File: config.mk
export PLATFORM = sky130hd
export DESIGN_NAME = seq_keyed_packet_buffer
export DESIGN_NICKNAME = d
export VERILOG_FILES = /design/src/hdl/skpb_pkg.sv /design/src/hdl/skpb_table.sv /design/src/hdl/seq_keyed_packet_buffer.sv
export VERILOG_INCLUDE_DIRS = /design/src /design/src/hdl
export SDC_FILE = /design/constraint.sdc
export NUM_CORES = 2
export LEC_CHECK = 0
export ABC_AREA = 1
export BUFFER_PORTS_ARGS = -buffer_cell sky130_fd_sc_hd__buf_4
export CAP_MARGIN = 20
export CORE_ASPECT_RATIO = 1.75
export CORE_UTILIZATION = 29
export CTS_CLUSTER_SIZE = 8
export DETAILED_ROUTE_END_ITERATION = 7
export HOLD_SLACK_MARGIN = 0.12
export SLEW_MARGIN = 20
export SYNTH_ARGS = -nofsm -noshare
export SYNTH_HDL_FRONTEND = slang
export SYNTH_MEMORY_MAX_BITS = 65536
export SYNTH_SLANG_ARGS = --single-unit
File: constraint.sdc
create_clock -name clk -period 7.5 [get_ports clk]
set_input_delay 0 -clock clk [delete_from_list [all_inputs] [get_ports clk]]
set_output_delay 0 -clock clk [all_outputs]
set_load 0.02 [all_outputs]
File: src/hdl/seq_keyed_packet_buffer_macros.svh
// Assertion helpers shared by the buffer modules.
// Both expect clk and arst_n in the scope where they are used.
`ifndef SEQ_KEYED_PACKET_BUFFER_MACROS_SVH
`define SEQ_KEYED_PACKET_BUFFER_MACROS_SVH

// Same-cycle implication, off during reset.
`define SKPB_ASSERT_NOW(lbl, ante, cons, msg) \
	lbl: assert property (@(posedge clk) disable iff (!arst_n) (ante) |-> (cons)) \
		else $error(msg);

// Next-cycle implication, off during reset.
`define SKPB_ASSERT_NEXT(lbl, ante, cons, msg) \
	lbl: assert property (@(posedge clk) disable iff (!arst_n) (ante) |=> (cons)) \
		else $error(msg);

`endif

File: src/hdl/skpb_pkg.sv
package skpb_pkg;

	localparam int KEY_W = 32;
	localparam int HANDLE_W = 32;
	localparam int LIMIT_W = 7;
	localparam int OCC_W = 7;
	localparam logic [LIMIT_W-1:0] LIMIT_RESET = 7'd64;

	// Operation codes
	localparam logic [1:0] FUNC_INSERT = 2'd0;
	localparam logic [1:0] FUNC_FIND = 2'd1;
	localparam logic [1:0] FUNC_ERASE = 2'd2;

	typedef struct packed {
		logic [1:0] func;
		logic [KEY_W-1:0] seq_num;
		logic [HANDLE_W-1:0] packet_handle;
		logic packet_kind;
	} req_item_t;

	typedef struct packed {
		logic hit;
		logic [HANDLE_W-1:0] found_handle;
		logic found_kind;
		logic evicted;
		logic [KEY_W-1:0] evicted_seq;
		logic [OCC_W-1:0] occupancy;
		logic full_res;
	} rsp_item_t;

	// One stored entry of the table memory
	typedef struct packed {
		logic [KEY_W-1:0] key;
		logic [HANDLE_W-1:0] handle;
		logic kind;
	} entry_t;

	// Status of a finished scan
	typedef struct packed {
		logic done;
		logic match_found;
		logic min_found;
		logic free_found;
	} scan_flags_t;

	// Write-back command to the table
	typedef struct packed {
		logic wr_en;
		logic clr_en;
	} wb_ctrl_t;

endpackage

File: src/hdl/skpb_table.sv
`include "seq_keyed_packet_buffer_macros.svh"

module skpb_table
	import skpb_pkg::*;
#(
	parameter int TABLE_DEPTH = 64,
	parameter int AW = 6
) (
	input logic clk,
	input logic arst_n,
	input logic start,
	input logic [KEY_W-1:0] skey,
	input wb_ctrl_t wb,
	input logic [AW-1:0] wr_addr,
	input entry_t wr_data,
	input logic [AW-1:0] clr_addr,
	output scan_flags_t flags,
	output logic [AW-1:0] match_addr,
	output entry_t match_ent,
	output logic [AW-1:0] min_addr,
	output logic [KEY_W-1:0] min_key,
	output logic [AW-1:0] free_addr
);

	localparam logic [AW-1:0] LAST_ADDR = AW'(TABLE_DEPTH - 1);

	entry_t mem [TABLE_DEPTH];
	logic [TABLE_DEPTH-1:0] valid_q;
	logic [TABLE_DEPTH-1:0] valid_d;

	logic [KEY_W-1:0] skey_q;
	logic [AW-1:0] rd_addr_q;
	logic issue_q;

	entry_t rd_data_s1;
	logic vld_s1;
	logic [AW-1:0] addr_s1;
	logic act_s1;
	logic last_s1;

	logic done_q;
	logic match_found_q;
	logic min_found_q;
	logic free_found_q;
	logic [AW-1:0] match_addr_q;
	entry_t match_ent_q;
	logic [AW-1:0] min_addr_q;
	logic [KEY_W-1:0] min_key_q;
	logic [AW-1:0] free_addr_q;

	// Memory: one write port, one registered read port
	always_ff @(posedge clk) begin
		if (wb.wr_en) begin
			mem[wr_addr] <= wr_data;
		end
		if (issue_q) begin
			rd_data_s1 <= mem[rd_addr_q];
		end
	end

	// Valid bits: clear first so a set at the same address wins
	always_comb begin
		valid_d = valid_q;
		if (wb.clr_en) begin
			valid_d[clr_addr] = 1'b0;
		end
		if (wb.wr_en) begin
			valid_d[wr_addr] = 1'b1;
		end
	end

	always_ff @(posedge clk or negedge arst_n) begin
		if (!arst_n) begin
			valid_q <= '0;
		end else begin
			valid_q <= valid_d;
		end
	end

	// Issue reads over all addresses, one per cycle
	always_ff @(posedge clk or negedge arst_n) begin
		if (!arst_n) begin
			issue_q <= 1'b0;
			rd_addr_q <= '0;
			act_s1 <= 1'b0;
			last_s1 <= 1'b0;
			vld_s1 <= 1'b0;
			addr_s1 <= '0;
			done_q <= 1'b0;
		end else begin
			act_s1 <= issue_q;
			last_s1 <= issue_q && (rd_addr_q == LAST_ADDR);
			vld_s1 <= valid_q[rd_addr_q];
			addr_s1 <= rd_addr_q;
			done_q <= act_s1 && last_s1;
			if (start) begin
				issue_q <= 1'b1;
				rd_addr_q <= '0;
			end else if (issue_q) begin
				if (rd_addr_q == LAST_ADDR) begin
					issue_q <= 1'b0;
				end else begin
					rd_addr_q <= rd_addr_q + AW'(1);
				end
			end
		end
	end

	// Latch the search key
	always_ff @(posedge clk) begin
		if (start) begin
			skey_q <= skey;
		end
	end

	// Accumulate first match, lowest key and first free slot
	always_ff @(posedge clk or negedge arst_n) begin
		if (!arst_n) begin
			match_found_q <= 1'b0;
			min_found_q <= 1'b0;
			free_found_q <= 1'b0;
		end else if (start) begin
			match_found_q <= 1'b0;
			min_found_q <= 1'b0;
			free_found_q <= 1'b0;
		end else if (act_s1) begin
			if (vld_s1 && !match_found_q && (rd_data_s1.key == skey_q)) begin
				match_found_q <= 1'b1;
			end
			if (vld_s1 && (!min_found_q || (rd_data_s1.key < min_key_q))) begin
				min_found_q <= 1'b1;
			end
			if (!vld_s1 && !free_found_q) begin
				free_found_q <= 1'b1;
			end
		end
	end

	// Payload of the accumulators
	always_ff @(posedge clk) begin
		if (act_s1) begin
			if (vld_s1 && !match_found_q && (rd_data_s1.key == skey_q)) begin
				match_addr_q <= addr_s1;
				match_ent_q <= rd_data_s1;
			end
			if (vld_s1 && (!min_found_q || (rd_data_s1.key < min_key_q))) begin
				min_addr_q <= addr_s1;
				min_key_q <= rd_data_s1.key;
			end
			if (!vld_s1 && !free_found_q) begin
				free_addr_q <= addr_s1;
			end
		end
	end

	assign flags = '{done: done_q, match_found: match_found_q,
		min_found: min_found_q, free_found: free_found_q};
	assign match_addr = match_addr_q;
	assign match_ent = match_ent_q;
	assign min_addr = min_addr_q;
	assign min_key = min_key_q;
	assign free_addr = free_addr_q;

	`SKPB_ASSERT_NOW(a_start_idle, start, !issue_q && !act_s1, "scan started while busy")
	`SKPB_ASSERT_NOW(a_wb_idle, wb.wr_en || wb.clr_en, !issue_q && !act_s1,
		"table written during a scan")
	`SKPB_ASSERT_NEXT(a_done_after_last, act_s1 && last_s1, done_q, "scan end not flagged")

endmodule

File: src/hdl/seq_keyed_packet_buffer.sv
// Sequence-keyed packet buffer with lowest-sequence eviction.
// Request channel (req_valid/req_stall/req): one item asks for insert, find
// or erase of a 32-bit sequence key. An item is taken when req_valid is high
// and req_stall is low; req_stall is high while an item or a trim is at work.
// Response channel (rsp_valid/rsp_stall/rsp): exactly one item per request,
// with hit, found handle and kind, eviction report, occupancy and full flag.
// The response sits in an output register; a new request is taken while it
// waits for the receiver, and rsp holds steady while rsp_stall is high.
// Config channel (cfg_valid/cfg_ready/cfg_data): the capacity limit, taken
// only while idle. A lower limit evicts the lowest keys, one scan each,
// before requests are taken again; these evictions give no response.
// Each request reads every table entry through the one read port of the
// table memory, one entry per cycle. The next request is taken only once
// the response of the last one is in the output register. A trim eviction
// likewise reads every table entry for each evicted entry.
// Reset (arst_n low) empties the table at once and sets the limit to 64.
`include "seq_keyed_packet_buffer_macros.svh"

module seq_keyed_packet_buffer
	import skpb_pkg::*;
#(
	parameter int TABLE_DEPTH = 64
) (
	input logic clk,
	input logic arst_n,
	input logic req_valid,
	output logic req_stall,
	input req_item_t req,
	output logic rsp_valid,
	input logic rsp_stall,
	output rsp_item_t rsp,
	input logic cfg_valid,
	output logic cfg_ready,
	input logic [LIMIT_W-1:0] cfg_data
);

	localparam int AW = (TABLE_DEPTH > 1) ? $clog2(TABLE_DEPTH) : 1;
	localparam int CW = $clog2(TABLE_DEPTH + 1);
	localparam int LW = (CW > LIMIT_W) ? CW : LIMIT_W;
	localparam logic [LW-1:0] DEPTH_L = LW'(TABLE_DEPTH);

	typedef enum logic [4:0] {
		ST_IDLE = 5'b00001,
		ST_SCAN = 5'b00010,
		ST_OUT = 5'b00100,
		ST_TRIM = 5'b01000,
		ST_TSCAN = 5'b10000
	} state_t;

	state_t state_q;
	state_t state_d;

	req_item_t item_q;
	logic [LIMIT_W-1:0] limit_q;
	logic [CW-1:0] count_q;
	logic [CW-1:0] count_d;

	logic hit_q;
	logic [HANDLE_W-1:0] fh_q;
	logic fk_q;
	logic ev_q;
	logic [KEY_W-1:0] evk_q;

	logic rsp_valid_q;
	rsp_item_t rsp_q;

	logic req_acc;
	logic cfg_acc;
	logic out_free;
	logic start;

	logic [LW-1:0] limit_ext;
	logic [LW-1:0] eff_limit;
	logic [LW-1:0] count_ext;
	logic full_now;
	logic trim_need;

	scan_flags_t flags;
	logic [AW-1:0] match_addr;
	entry_t match_ent;
	logic [AW-1:0] min_addr;
	logic [KEY_W-1:0] min_key;
	logic [AW-1:0] free_addr;

	wb_ctrl_t wb;
	logic [AW-1:0] wr_addr;
	logic [AW-1:0] clr_addr;
	entry_t wr_data;

	logic item_done;
	logic evict;
	logic match_eff;
	logic ins_new;
	logic hit_d;

	// Handshakes
	assign req_stall = (state_q != ST_IDLE) || cfg_valid;
	assign cfg_ready = (state_q == ST_IDLE);
	assign req_acc = req_valid && !req_stall;
	assign cfg_acc = cfg_valid && cfg_ready;
	assign out_free = !rsp_valid_q || !rsp_stall;

	// Effective limit and fullness
	always_comb begin
		limit_ext = LW'(limit_q);
		eff_limit = (limit_ext > DEPTH_L) ? DEPTH_L : limit_ext;
		count_ext = LW'(count_q);
		full_now = (count_ext >= eff_limit);
		trim_need = (count_ext > eff_limit);
	end

	assign start = req_acc || ((state_q == ST_TRIM) && trim_need);
	assign item_done = (state_q == ST_SCAN) && flags.done;
	assign wr_data = '{key: item_q.seq_num, handle: item_q.packet_handle,
		kind: item_q.packet_kind};

	// Decide the write-back at the end of a scan
	always_comb begin
		wb = '0;
		wr_addr = match_addr;
		clr_addr = min_addr;
		evict = 1'b0;
		match_eff = 1'b0;
		ins_new = 1'b0;
		hit_d = 1'b0;
		count_d = count_q;
		if (item_done) begin
			unique case (item_q.func)
				FUNC_INSERT: begin
					evict = full_now && flags.min_found;
					match_eff = flags.match_found && !(evict && (match_addr == min_addr));
					wb.clr_en = evict;
					if (match_eff) begin
						wb.wr_en = 1'b1;
						wr_addr = match_addr;
					end else if (flags.free_found && (!evict || (free_addr < min_addr))) begin
						wb.wr_en = 1'b1;
						ins_new = 1'b1;
						wr_addr = free_addr;
					end else if (evict) begin
						wb.wr_en = 1'b1;
						ins_new = 1'b1;
						wr_addr = min_addr;
					end
					count_d = count_q + CW'(ins_new) - CW'(evict);
				end
				FUNC_FIND: begin
					hit_d = flags.match_found;
				end
				FUNC_ERASE: begin
					hit_d = flags.match_found;
					wb.clr_en = flags.match_found;
					clr_addr = match_addr;
					count_d = count_q - CW'(flags.match_found);
				end
				default: begin
				end
			endcase
		end else if ((state_q == ST_TSCAN) && flags.done && flags.min_found) begin
			wb.clr_en = 1'b1;
			clr_addr = min_addr;
			count_d = count_q - CW'(1);
		end
	end

	// Sequence one item or one trim step at a time
	always_comb begin
		state_d = state_q;
		unique case (state_q)
			ST_IDLE: begin
				if (cfg_acc) begin
					state_d = ST_TRIM;
				end else if (req_acc) begin
					state_d = ST_SCAN;
				end
			end
			ST_SCAN: begin
				if (flags.done) begin
					state_d = ST_OUT;
				end
			end
			ST_OUT: begin
				if (out_free) begin
					state_d = ST_IDLE;
				end
			end
			ST_TRIM: begin
				state_d = trim_need ? ST_TSCAN : ST_IDLE;
			end
			ST_TSCAN: begin
				if (flags.done) begin
					state_d = flags.min_found ? ST_TRIM : ST_IDLE;
				end
			end
			default: begin
				state_d = ST_IDLE;
			end
		endcase
	end

	// Control registers
	always_ff @(posedge clk or negedge arst_n) begin
		if (!arst_n) begin
			state_q <= ST_IDLE;
			limit_q <= LIMIT_RESET;
			count_q <= '0;
			rsp_valid_q <= 1'b0;
		end else begin
			state_q <= state_d;
			count_q <= count_d;
			if (cfg_acc) begin
				limit_q <= cfg_data;
			end
			if ((state_q == ST_OUT) && out_free) begin
				rsp_valid_q <= 1'b1;
			end else if (!rsp_stall) begin
				rsp_valid_q <= 1'b0;
			end
		end
	end

	// Hold the item and its scan results
	always_ff @(posedge clk) begin
		if (req_acc) begin
			item_q <= req;
		end
		if (item_done) begin
			hit_q <= hit_d;
			fh_q <= (item_q.func == FUNC_FIND && flags.match_found) ?
				match_ent.handle : '0;
			fk_q <= (item_q.func == FUNC_FIND && flags.match_found) ?
				match_ent.kind : 1'b0;
			ev_q <= evict;
			evk_q <= evict ? min_key : '0;
		end
		if ((state_q == ST_OUT) && out_free) begin
			rsp_q <= '{hit: hit_q, found_handle: fh_q, found_kind: fk_q,
				evicted: ev_q, evicted_seq: evk_q, occupancy: OCC_W'(count_q),
				full_res: full_now};
		end
	end

	assign rsp_valid = rsp_valid_q;
	assign rsp = rsp_q;

	skpb_table #(
		.TABLE_DEPTH(TABLE_DEPTH),
		.AW(AW)
	) u_table (
		.clk(clk),
		.arst_n(arst_n),
		.start(start),
		.skey(req.seq_num),
		.wb(wb),
		.wr_addr(wr_addr),
		.wr_data(wr_data),
		.clr_addr(clr_addr),
		.flags(flags),
		.match_addr(match_addr),
		.match_ent(match_ent),
		.min_addr(min_addr),
		.min_key(min_key),
		.free_addr(free_addr)
	);

	`SKPB_ASSERT_NOW(a_count_bound, 1'b1, count_ext <= DEPTH_L, "occupancy above depth")
	`SKPB_ASSERT_NEXT(a_req_to_scan, req_acc, state_q == ST_SCAN, "accepted item not scanned")
	`SKPB_ASSERT_NOW(a_done_in_scan, flags.done,
		(state_q == ST_SCAN) || (state_q == ST_TSCAN), "scan result with no scan pending")
	`SKPB_ASSERT_NEXT(a_rsp_loaded, (state_q == ST_OUT) && out_free, rsp_valid,
		"response not presented")
	`SKPB_ASSERT_NOW(a_trim_no_rsp, (state_q == ST_TSCAN) && flags.done,
		state_d != ST_OUT, "trim produced a response")

endmodule

# == After elaboration in Yosys (flattened, before gate mapping) ==
# Memories as Yosys holds them, arrays and structs flattened. A register that Yosys moved wholly into a read port is not among the register bits.
# Cells that the tools add are included.
# totals
wordCells,185
out_inout_bits,78
ff_bits,428
n_memories,1
input_bits,79
mem_bits_rw,4160
# op_classes
eq_ne,18
n_addsub,5
n_reduce_logical,51
bitwise,3
n_mux,59
magnitude_cmp,10
# mem_list
name,depth,word_bits,rd,rd_clocked_by_memory_dff,write_ports,line_no,source
u_table.mem,64,65,1,1,1,skpb_table.sv:27,entry_t mem [TABLE_DEPTH];
# op_table
op,n
$mux 64,2
$and 64x64->64,1
$not 64->64,1
$or 64x64->64,1
$mux 6,10
$eq 32x32->1,1
$lt 32x32->1,1
$mux 1,31
$mux 5,6
$pmux 5 s5,1
$lt 6x7->1 const B,3
$mux 7,3
$logic_and 1x1->1,20
$reduce_and 2->1,8
$pmux 7 s2,1
$sub 7x1->7,2
$demux 1 s6,2
$ge 6x1->1 const B,2
$reduce_bool 2->1,6
$logic_not 1->1,9
$add 7x1->7,1
$ge 7x7->1,1
$gt 7x7->1,1
$gt 7x7->1 const B,1
23 further kinds,31

# == Logic depth before layout (Yosys ltp) ==
# logic_depth
ltp_word,17
depth_mapped,24
ltp_nobuf,24

# == By module ==
# From an unflattened synthesis, not the netlist that was laid out.
# hier_totals
hier_cells,14138
area_unflattened_um2,184485.7
# modules_own_cells
mod,seq_area_each_um2,cells_per_inst,area_per_inst_um2,n_inst
skpb_table,133387.9,13427,175011.6,1
seq_keyed_packet_buffer,6779.0,711,9474.1,1

# == Worst setup path before layout ==
# No wires, ideal clock.
# synth_path
path_kind,register to register
startpoint,register state_q[3]
endpoint,"memory u_table.mem[0][0] (netlist bit), enable pin"
required_ps,7012
n_path_buf,1
setup_time_ps,488
path_stages_with_launch,13
arrival_time_ps,5151
period_less_slack_ps,5639
path_slack_ps,1861
path_cell_list,dfrtp_1 nor2_2 nand4_4 nor2_8 nand2_2 inv_1 nand3_2 nand2_1 nand2_4 nor2_2 nand3_1 buf_2 nor2_1
# synth_via
elab_chain_cells,5
elab_cells_between_ends,6
classes_between,eq/ne (1); mux (4); reduce/logical (1)
# synth_rtl
element,line_no,source
start: declaration,seq_keyed_packet_buffer.sv:50,state_t state_q;
start signal: assignment,seq_keyed_packet_buffer.sv:209,state_q <= state_d;
$eq 5x2->1 *,seq_keyed_packet_buffer.sv:113,assign item_done = (state_q == ST_SCAN) && flags.done;
$logic_and 1x1->1 *,seq_keyed_packet_buffer.sv:113,
via item_done,seq_keyed_packet_buffer.sv:90,logic item_done;
$mux 1,seq_keyed_packet_buffer.sv:127,if (item_done) begin
$mux 1,skpb_table.sv:53,if (wb.wr_en) begin
$mux 1 (not written as such),skpb_table.sv:54,mem[wr_addr] <= wr_data;
end: declaration,skpb_table.sv:27,
# Mark *: on every way through the listed nets, which the timed path passes. The rest lies on a longest branch.

# == Final worst setup path ==
# layout_path
startpoint,"register limit_q[6], in the netlist limit_ext[6]"
endpoint,"memory u_table.mem[52][9] (netlist bit), enable pin"
# layout_via
elab_chain_cells,13
elab_cells_between_ends,22
classes_between,order compare (2); mux (13); reduce/logical (7)
# layout_rtl
element,line_no,source
start: declaration,seq_keyed_packet_buffer.sv:54,logic [LIMIT_W-1:0] limit_q;
start signal: assignment,seq_keyed_packet_buffer.sv:212,limit_q <= cfg_data;
$gt 7x7->1,seq_keyed_packet_buffer.sv:106,eff_limit = (limit_ext > DEPTH_L) ? DEPTH_L : limit_ext;
$mux 7 *,seq_keyed_packet_buffer.sv:106,
$ge 7x7->1 *,seq_keyed_packet_buffer.sv:108,full_now = (count_ext >= eff_limit);
via full_now,seq_keyed_packet_buffer.sv:75,logic full_now;
$logic_and 1x1->1 *,seq_keyed_packet_buffer.sv:130,evict = full_now && flags.min_found;
$logic_not 1->1,seq_keyed_packet_buffer.sv:136,end else if (flags.free_found && (!evict || (free_addr < min_addr))) begin
$logic_or 1x1->1,seq_keyed_packet_buffer.sv:136,
$logic_and 1x1->1,seq_keyed_packet_buffer.sv:136,
$mux 1,seq_keyed_packet_buffer.sv:136,
$mux 1,seq_keyed_packet_buffer.sv:133,if (match_eff) begin
$mux 1,seq_keyed_packet_buffer.sv:128,unique case (item_q.func)
$mux 1,seq_keyed_packet_buffer.sv:127,
$mux 1,skpb_table.sv:53,
$mux 1 (not written as such),skpb_table.sv:54,
# Marked as above.

==> key figures <==
Yosys
  – Compound-gate portion of the synthesized area: 11.58%
  – Number of synthesized flops with an enable pin: 4549
  – Simple-gate share of the synthesized area: 8.129%
  – Syn Inst Count: 13130
  – Synth Register Bits: 4653
  – Net count after synthesis: 13270
  – Mapped Area: 0.1802 mm^2
  – Area contributors post-synth: edfxtp_1 76%, o21ai_0 6.2%, nor2_1 4.7%, o22ai_1 2.2%, o221ai_1 2.1%
  – Syn avg cell area: 13.72 um^2
  – Post-synthesis xor/xnor area fraction: 0.1458%
  – Ys flop type: edfxtp_1
  – Area leader, netlist: edfxtp_1
  – Mux cell area share after synthesis: 0.03124%
  – Post-synthesis cell type count: 56
  – Synth top area share: 75.79%
  – Largest family of logic cells by synthesized area: compound AO/OA/AOI/OAI gates
  – Async set-or-reset flop fraction in the synthesized netlist: 2.235%
  – Seq/Total Area, Yosys: 77.24%
  – Synth Warn #: 0
  – Synth Area in Adders: 0.4276%

Flow run
  – MaxCap Viol Count: 0

Cells and area
  – Synth-to-Final Area Change: 16.98%
  – Cell Count, Final, Fillers Out: 21870
  – Most frequent cells in the layout: 4549 x edfxtp_1, 2226 x nor2_1, 2216 x o21ai_0
  – Fin util: 34.09%
  – Layout Nets: 13650
  – # fillers: 59400
  – Share of cells above drive strength 1: 9.352%
  – Commonest non-fill, non-tap cell in the layout: edfxtp_1

CTS
  – Skew-Pair Late Insertion Delay: 1.08 ns
  – CTS sink count: 4653
  – CTS resizes: 0
  – Clock Pin Slew Worst Setup and Hold Paths: 0.06 ns
  – H-tree depth: 6
  – Num CTS Buffers: 683
  – CTS Root Cell: clkbuf_16
  – TritonCTS clock tree: done
  – Clk buf depth: 5

Place
  – Inst Count DP: 20910
  – GP Congestion: 0.8683
  – Port Buffers: 156
  – HPWL Detailed: 343.2 mm

Critical path
  – CP endpoint kind: flip-flop
  – CP Class: reg2reg
  – R2R setup slack: 2.04 ns
  – WP data arrival: 6.10 ns
  – Worst R2R End: u_table.mem[52][9]
  – Worst r2r src: limit_ext[6]
  – Startpoint types: flip-flop
  – CP Max Fanout: 29
  – Worst Path Required: 8.14 ns
  – Worst reg-to-reg path cell count: 14

STA
  – Final min period: 5.458 ns
  – Max Slew Vio Count: 0
  – Fin Setup TNS: 0 ns
  – Headroom to the max-slew limit: 21.17%
  – Setup Viol. Count Final: 0
  – Final cycle utilization of the critical path: 72.77%
  – Worst Hold Slack: 0.2339 ns
  – RSZ-0062 raised after global routing: false
  – Final Hold Vio Count: 0
  – Worst Skew: 0.1177 ns
  – Achievable Freq: 183.2 MHz
  – Worst Max-Slew Pin Slew: 1.183 ns

Min path
  – Worst Hold Path EP: item_q[32]
  – Hold Crit Depth: 3
  – Hold Startpoint: req[32]
  – Hold Path Class: in2reg

Floorplan
  – Die Wd: 597.9 um
  – Row count: 382
  – Die area: 0.6248 mm^2
  – Core area: 0.6185 mm^2
  – Initial Util: 29.14%
  – Die Ht: 1.045 mm
  – IO Pins: 157

GRT
  – Global route total overflow: 0
  – Initial antenna violation count: 37
  – Vias in the first global route: 114500
  – GRT Util Overall: 18.80%
  – Largest net degree at the start of global routing: 170
  – First-pass GRT wire length: 847.7 mm

Route
  – Post-route DRC: 0
  – Final wirelength: 607.0 mm
  – Vias per cell: 5.376
  – Drt pass-1 iters: 8
  – Via count: 117600
  – DR iter-0 viols: 14740
  – Average wire per cell in the routed design: 27.75 um
  – Antenna Violating Nets Remaining: 0

Pwr
  – Worst vdd ir: 0.3548 mV
  – Power per cell area: 387.6 mW/mm^2
  – Pleak: 67.70 nW
  – Total power: 0.08171 W

Outcome
  – Outcome: finished, final reports clean
worst max path at each step:
stage | startpoint | endpoint | slack (ns) | cells past startpoint
6_report | limit_ext[6] | u_table.mem[52][9] | 2.04 | 14
3_3_place_gp | limit_ext[6] | u_table.mem[52][9] | 2.11 | 15
5_1_grt | limit_ext[6] | u_table.mem[52][9] | 1.86 | 15
2_1_floorplan | state_q[3] | u_table.mem[0][0] | 1.86 | 12
4_1_cts | limit_ext[6] | u_table.mem[52][4] | 2.10 | 14
3_5_place_dp | limit_ext[6] | u_table.mem[52][22] | 2.19 | 14
logic make-up (layout without fill, tap and decap cells):
group	Yosys count	count (layout)
xor+xnor	30	30
mux	5	5
flops	4653	4653
simple gates	3646	3646
buf+inv	1125	1593
fa+ha+maj	61	61
compound gates	3613	3613
other cells	0	16
registers in the layout (all words and copies together) (netlist names), 6 cells and up:
name                flops
count_ext               7
evk_q                  32
fh_q                   32
item_q                 67
limit_ext               7
rsp                    75
u_table.addr_s1         6
u_table.free_addr       6
u_table.match_addr      6
u_table.match_ent      33
u_table.mem          4160
u_table.min_addr        6
u_table.min_key        32
u_table.rd_addr_q       6
u_table.rd_data_s1     65
u_table.skey_q         32
u_table.valid_q        64
per-layer routing:
metal	share of wire, %	up-vias	global-route usage, %
li1	-	49860	-
met1	35	59670	21.38
met2	50	6448	32.89
met3	7.7	1593	2.890
met4	6.7	18	11.89
met5	0.019	-	0
critical path: stages (launching register included):
cell,delay (ns)
dfstp_2,0.53
inv_1,0.11
ha_1,0.33
nand2_1,0.07
nor2_1,0.19
nand2_1,0.13
nand3_2,0.16
nand3_1,0.24
nand2_1,0.20
nor2_1,0.06
nand3b_1,0.15
nand2_1,0.26
nand4_1,0.77
nor2_4,1.15
buf_4,0.57
metrics by stage:
stage / instance area [um^2] / worst slack, ns
after floorplan: 180200 / 1.861
after global placement: 191300 / 2.112
after detailed placement: 191300 / 2.194
after CTS: 210800 / 2.104
after global routing: 210800 / 1.862
final: 210800 / 2.042
cells in the mapped netlist, types with 102 or more instances:
library cell  count
o22ai_1         636
nand2_1         778
nor2_1         2257
a21oi_1         163
inv_1           206
edfxtp_1       4549
clkbuf_1        711
buf_2           142
dfrtp_1         102
o21ai_0        2216
o221ai_1        426
nand3_1         524
o211ai_1        105
final cells by class:
cell class / count / area [um^2] / area share, %
sequential: 4653 / 139200 / 66.04
multi-input combinational: 7355 / 36880 / 17.49
clock buffer: 759 / 17590 / 8.343
tap: 8256 / 10330 / 4.900
timing repair buffer: 592 / 5479 / 2.599
inverter: 225 / 1075 / 0.5098
clock inverter: 17 / 207.7 / 0.09852
antenna: 16 / 40.04 / 0.01899
power by group:
group / switching (W) / internal [W]
clock network: 0.0106 / 0.0162
registers: 0.000769 / 0.0298
logic: 0.0184 / 0.00591
what timing repair did:
item                                   in CTS  in global routing
hold buffers                              168                  0
endpoints found under the hold margin     325                  0
setup endpoints to repair                   0                  0
setup buffers                               0                  0
Power figures use the tool's default switching activity.
